$ cat src/design/tfwb_pkg.sv
// ----------------------------------------------------------------------------
// tfwb_pkg
// shared types and constants of the timed frame window buffer
// ----------------------------------------------------------------------------
package tfwb_pkg;

   localparam int STAMP_W  = 32;
   localparam int HANDLE_W = 16;
   localparam int STATUS_W = 3;

   localparam logic CMD_ADD    = 1'b0;
   localparam logic CMD_LOOKUP = 1'b1;

   localparam logic [STATUS_W-1:0] ST_ADDED   = 3'd0;
   localparam logic [STATUS_W-1:0] ST_FULL    = 3'd1;
   localparam logic [STATUS_W-1:0] ST_INTERP  = 3'd2;
   localparam logic [STATUS_W-1:0] ST_NEWEST  = 3'd3;
   localparam logic [STATUS_W-1:0] ST_EMPTY   = 3'd4;
   localparam logic [STATUS_W-1:0] ST_TOO_OLD = 3'd5;

   localparam logic [STAMP_W-1:0] WINDOW_RESET = 32'd10000;

   localparam int JOBQ_DEPTH = 2;
   localparam int JOBQ_AW    = $clog2(JOBQ_DEPTH);

   typedef struct packed {
      logic                cmd;
      logic [STAMP_W-1:0]  now_time;
      logic [STAMP_W-1:0]  stamp;
      logic [HANDLE_W-1:0] handle_in;
   } req_type;

   typedef struct packed {
      logic [STATUS_W-1:0] status;
      logic [HANDLE_W-1:0] handle_out;
   } rsp_type;

   typedef enum logic {
      OP_ADD,
      OP_LOOKUP
   } op_type;

   typedef struct packed {
      op_type              op;
      logic [STAMP_W-1:0]  now_time;
      logic [STAMP_W-1:0]  stamp;
      logic [HANDLE_W-1:0] handle;
   } job_type;

   typedef struct packed {
      logic [STAMP_W-1:0]  stamp;
      logic [HANDLE_W-1:0] handle;
   } entry_type;

   localparam int ENTRY_W = $bits(entry_type);

endpackage

$ cat src/design/tfwb_front.sv
// ----------------------------------------------------------------------------
// tfwb_front
// request intake: classifies each beat and queues it for the back end
// ----------------------------------------------------------------------------
module tfwb_front
   import tfwb_pkg::*;
(
   input  logic    clock,
   input  logic    reset,
   input  logic    req_valid,
   output logic    req_stall,
   input  req_type req_data,
   output logic    job_valid,
   output job_type job_data,
   input  logic    job_pop
);

   localparam int FILL_W = JOBQ_AW + 1;

   job_type              q_ff [JOBQ_DEPTH];
   logic [JOBQ_AW-1:0]   wr_ptr_ff;
   logic [JOBQ_AW-1:0]   rd_ptr_ff;
   logic [FILL_W-1:0]    fill_ff;

   logic    push;
   logic    pop;
   job_type job_in;

   assign req_stall = (fill_ff == FILL_W'(JOBQ_DEPTH));
   assign push      = req_valid && !req_stall;
   assign pop       = job_pop && job_valid;

   always_comb begin
      job_in.op       = (req_data.cmd == CMD_LOOKUP) ? OP_LOOKUP : OP_ADD;
      job_in.now_time = req_data.now_time;
      job_in.stamp    = req_data.stamp;
      job_in.handle   = req_data.handle_in;
   end

   always_ff @(posedge clock) begin
      if (push) begin
         q_ff[wr_ptr_ff] <= job_in;
      end
   end

   always_ff @(posedge clock) begin
      if (reset) begin
         wr_ptr_ff <= '0;
         rd_ptr_ff <= '0;
         fill_ff   <= '0;
      end else begin
         if (push) begin
            wr_ptr_ff <= wr_ptr_ff + JOBQ_AW'(1);
         end
         if (pop) begin
            rd_ptr_ff <= rd_ptr_ff + JOBQ_AW'(1);
         end
         if (push && !pop) begin
            fill_ff <= fill_ff + FILL_W'(1);
         end else if (pop && !push) begin
            fill_ff <= fill_ff - FILL_W'(1);
         end
      end
   end

   assign job_valid = (fill_ff != '0);
   assign job_data  = q_ff[rd_ptr_ff];

endmodule

$ cat config.mk
export PLATFORM = sky130hd
export DESIGN_NAME = tfwb_front
export DESIGN_NICKNAME = d
export VERILOG_FILES = /design/src/design/tfwb_pkg.sv /design/src/design/tfwb_front.sv
export SDC_FILE = /design/constraint.sdc
export NUM_CORES = 1
export LEC_CHECK = 0
export BUFFER_PORTS_ARGS = -buffer_cell sky130_fd_sc_hd__buf_2
export CAP_MARGIN = 20
export CORE_AREA = 2 2 135 137
export CTS_CLUSTER_SIZE = 16
export DETAILED_ROUTE_END_ITERATION = 8
export DIE_AREA = 0 0 137 139
export HOLD_SLACK_MARGIN = 0.08
export SLEW_MARGIN = 25
export SYNTH_ARGS = -nofsm -noshare
export SYNTH_HDL_FRONTEND = slang
export SYNTH_SLANG_ARGS = --single-unit
$ cat constraint.sdc
create_clock -name clock -period 4.1 [get_ports clock]
set_input_delay 1.025 -clock clock [delete_from_list [all_inputs] [get_ports clock]]
set_output_delay 1.025 -clock clock [all_outputs]
set_load 0.005 [all_outputs]
==> results.cfg <==
[worst_hold_path]
whs_endpoint = wr_ptr_ff$_SDFFE_PP0P_
worstHoldStart = wr_ptr_ff$_SDFFE_PP0P_
whs_path_depth = 2
hold_path.class = reg -> reg

[status]
status = complete, no violations

[placed_design]
gp_congestion = 0.680
hpwl_um = 6910
dp_slack_ns = 1.30
port_buffers = 167
place_inst = 667
place_area_sq_um = 7190

[floorplanning]
die_area_sq_um = 19000
die_x_um = 137
die_y_um = 139
io_pins = 168
core_sq_um = 17700
start_util_pct = 34.3
rows = 49

[route]
firstDrtPassIters = 4
drt-initial-drc-count = 136
wire_per_inst_um = 15.9
ant_nets = 0
routed_wl_um = 11100
drc = 0
vias_per_cell = 4.45
vias = 3109

[timing]
skew_ns = 0.00772
slew_headroom_pct = 56.2
rsz0062_at_grt = no
hold_viol_final = 0
hold_slack_ns = 0.496
tightestPinTransition_ns = 0.657
fmax_ghz = 0.334
finalSetupTns_ns = 0
setup_ws_ns = 1.11
fin_crit_ns = 2.99
setup_viol = 0
min_period_over_period_pct = 73.0
drv_slew = 0

[power_and_ir_drop]
power.switching_uw = 1190
p_clk_share_pct = 30.9
power.internal_uw = 3510
vdd_drop_max_v = 0.000297
pwr-share-comb_pct = 21.1
netSwitchingFraction_pct = 25.3
pwr-share-seq_pct = 48.0
p_leak_uw = 0.00286
power_density_nw_per_um2 = 607

[critical_path]
crit_path_cell_trace = buf_16 -> mux2_2 -> buf_2
reg2reg_to = q_ff[0][70]$_DFFE_PP_
critPathSlowestCell = dfxtp_4
critical_path_arrival_ns = 1.97
cp-start-kind = flop
rrSetupSlack_ns = 2.02
critPathMaxStageDelay_ns = 0.70
path_class = reg -> out
crit_fanout = 45
cp.required_ns = 3.07
r2r_start = fill_ff[1]$_SDFFE_PP0P_
r2r_cells = 4
critPathCaptureType = primary output

[grt]
grt_pass1_wl_um = 17100
grt_max_degree = 82
first_global_vias = 3322
grtUsageTotal_pct = 12.0
antenna_found_initial = 0
overflow = 0

[cts]
clock_sinks = 167
cts_buffers = 17
clk_pin_slew_ns = 0.06
post_cts_buffers = 0
tritoncts = built
htreeDepth = 4
clk_path_buf_depth = 2
cts_hold_buf = 0
cts_root_buf = clkbuf_16
ctsResizeCount = 0
clock_latency_ns = 0.41

[synthesis]
synth.area.top_cells = edfxtp_1, mux2_2, dfxtp_1
yosys_warnings = 0
synthCells = 277
synth-seq-cells = 167
synth_top_cell_by_area = edfxtp_1
postSynthAreaPerCell_sq_um = 21.9
synth_nets = 363
netlist.area_leader.share_pct = 80.2
ys_types = 15
syn_area_sq_um = 6060
ys_seq_area_share_pct = 81.9

[cells_and_area]
drive_gt1_share_pct = 60.2
design_area_sq_um = 7730
nNetsFinal = 543
antenna_cells = 0
layout.cells.non_filler = 699
syn2layout_area_growth_pct = 27.5

[run]
cap_violations = 0
cells in the mapped netlist:
cell type,instances
a21oi_1,2
and2_1,1
buf_2,1
buf_4,8
dfxtp_1,5
edfxtp_1,162
ha_1,1
inv_1,2
mux2_2,81
nor2_1,4
nor2b_2,1
o21ai_0,3
or2_2,1
or3_1,2
xor2_1,3
layer usage:
layer  vias up  routed length (um)  track usage, %
li1       1450                   -               -
met1      1534                4650            13.8
met2       108                5540            20.3
met3        17                 698            4.20
met4         0                 196            5.05
met5         -                   0               0
power by group through the flow:
stage               combinational, uW  clock (uW)  sequential (uW)
floorplan                         631           0             2230
detailed placement               1020           0             2300
global placement                  925           0             2350
CTS                              1020        1500             2260
global route                     1090        1570             2280
finish                            989        1450             2250
worst max path at each step:
stage                     startpoint  cells after the start  slack, ns                     to
final                           flop                      3       1.11            job_data[9]
after global placement     req_valid                      5       1.33  q_ff[0][37]$_DFFE_PP_
after detailed placement   req_valid                      5       1.30  q_ff[0][29]$_DFFE_PP_
after floorplan            req_valid                      3       0.55   q_ff[1][0]$_DFFE_PP_
after CTS                       flop                      3       1.03            job_data[9]
after global routing            flop                      3       0.95            job_data[9]
worst max-delay path, delay by kind of cell (launching register included):
family | cells | cell delay, ns
flops | 1 | 0.70
mux | 1 | 0.39
buf+inv | 2 | 0.44
area by class of cell:
cell class	count	area, sq um
inverters	2	8.76
multi-input cells	99	1030
clock buffers	18	429
flip-flops and latches	167	4970
fillers	1574	9930
well taps	229	287
repair buffers	170	903
clock inverters	14	106
registers in the layout, indices dropped and copies added (netlist names), named ones only:
register and flops:
q_ff 162, fill_ff 2, rd_ptr_ff 1, wr_ptr_ff 1
kinds of logic after synthesis:
kind of cell             synth area share (%)
adder cells (fa/ha/maj)                 0.206
AO/OA/AOI/OAI                           0.413
flip-flops                               81.9
multiplexers                             15.0
buffers and inverters                    1.20
AND/OR/NAND/NOR                         0.805
XOR/XNOR                                0.434
metrics by stage:
stage,util (%),power [uW]
2_1_floorplan,-,2860
3_5_place_dp,40.7,3310
3_3_place_gp,40.6,3270
6_report,43.8,4690
5_1_grt,43.8,4950
4_1_cts,43.8,4780
layout by cell type (no fill, tap or decap):
cell / instances
clkinvlp_4: 2
clkinv_2: 5
or3_1: 2
clkinv_1: 4
buf_2: 167
ha_1: 1
nor2b_2: 1
buf_12: 2
clkbuf_16: 17
dfxtp_1: 4
dfxtp_4: 1
mux2_2: 81
o21ai_0: 3
clkbuf_1: 1
inv_6: 3
buf_16: 1
nor2_1: 4
bufinv_16: 1
xor2_1: 3
or2_2: 1
and2_4: 1
edfxtp_1: 162
inv_1: 1
a21oi_1: 2
Power figures use the tool's default switching activity.
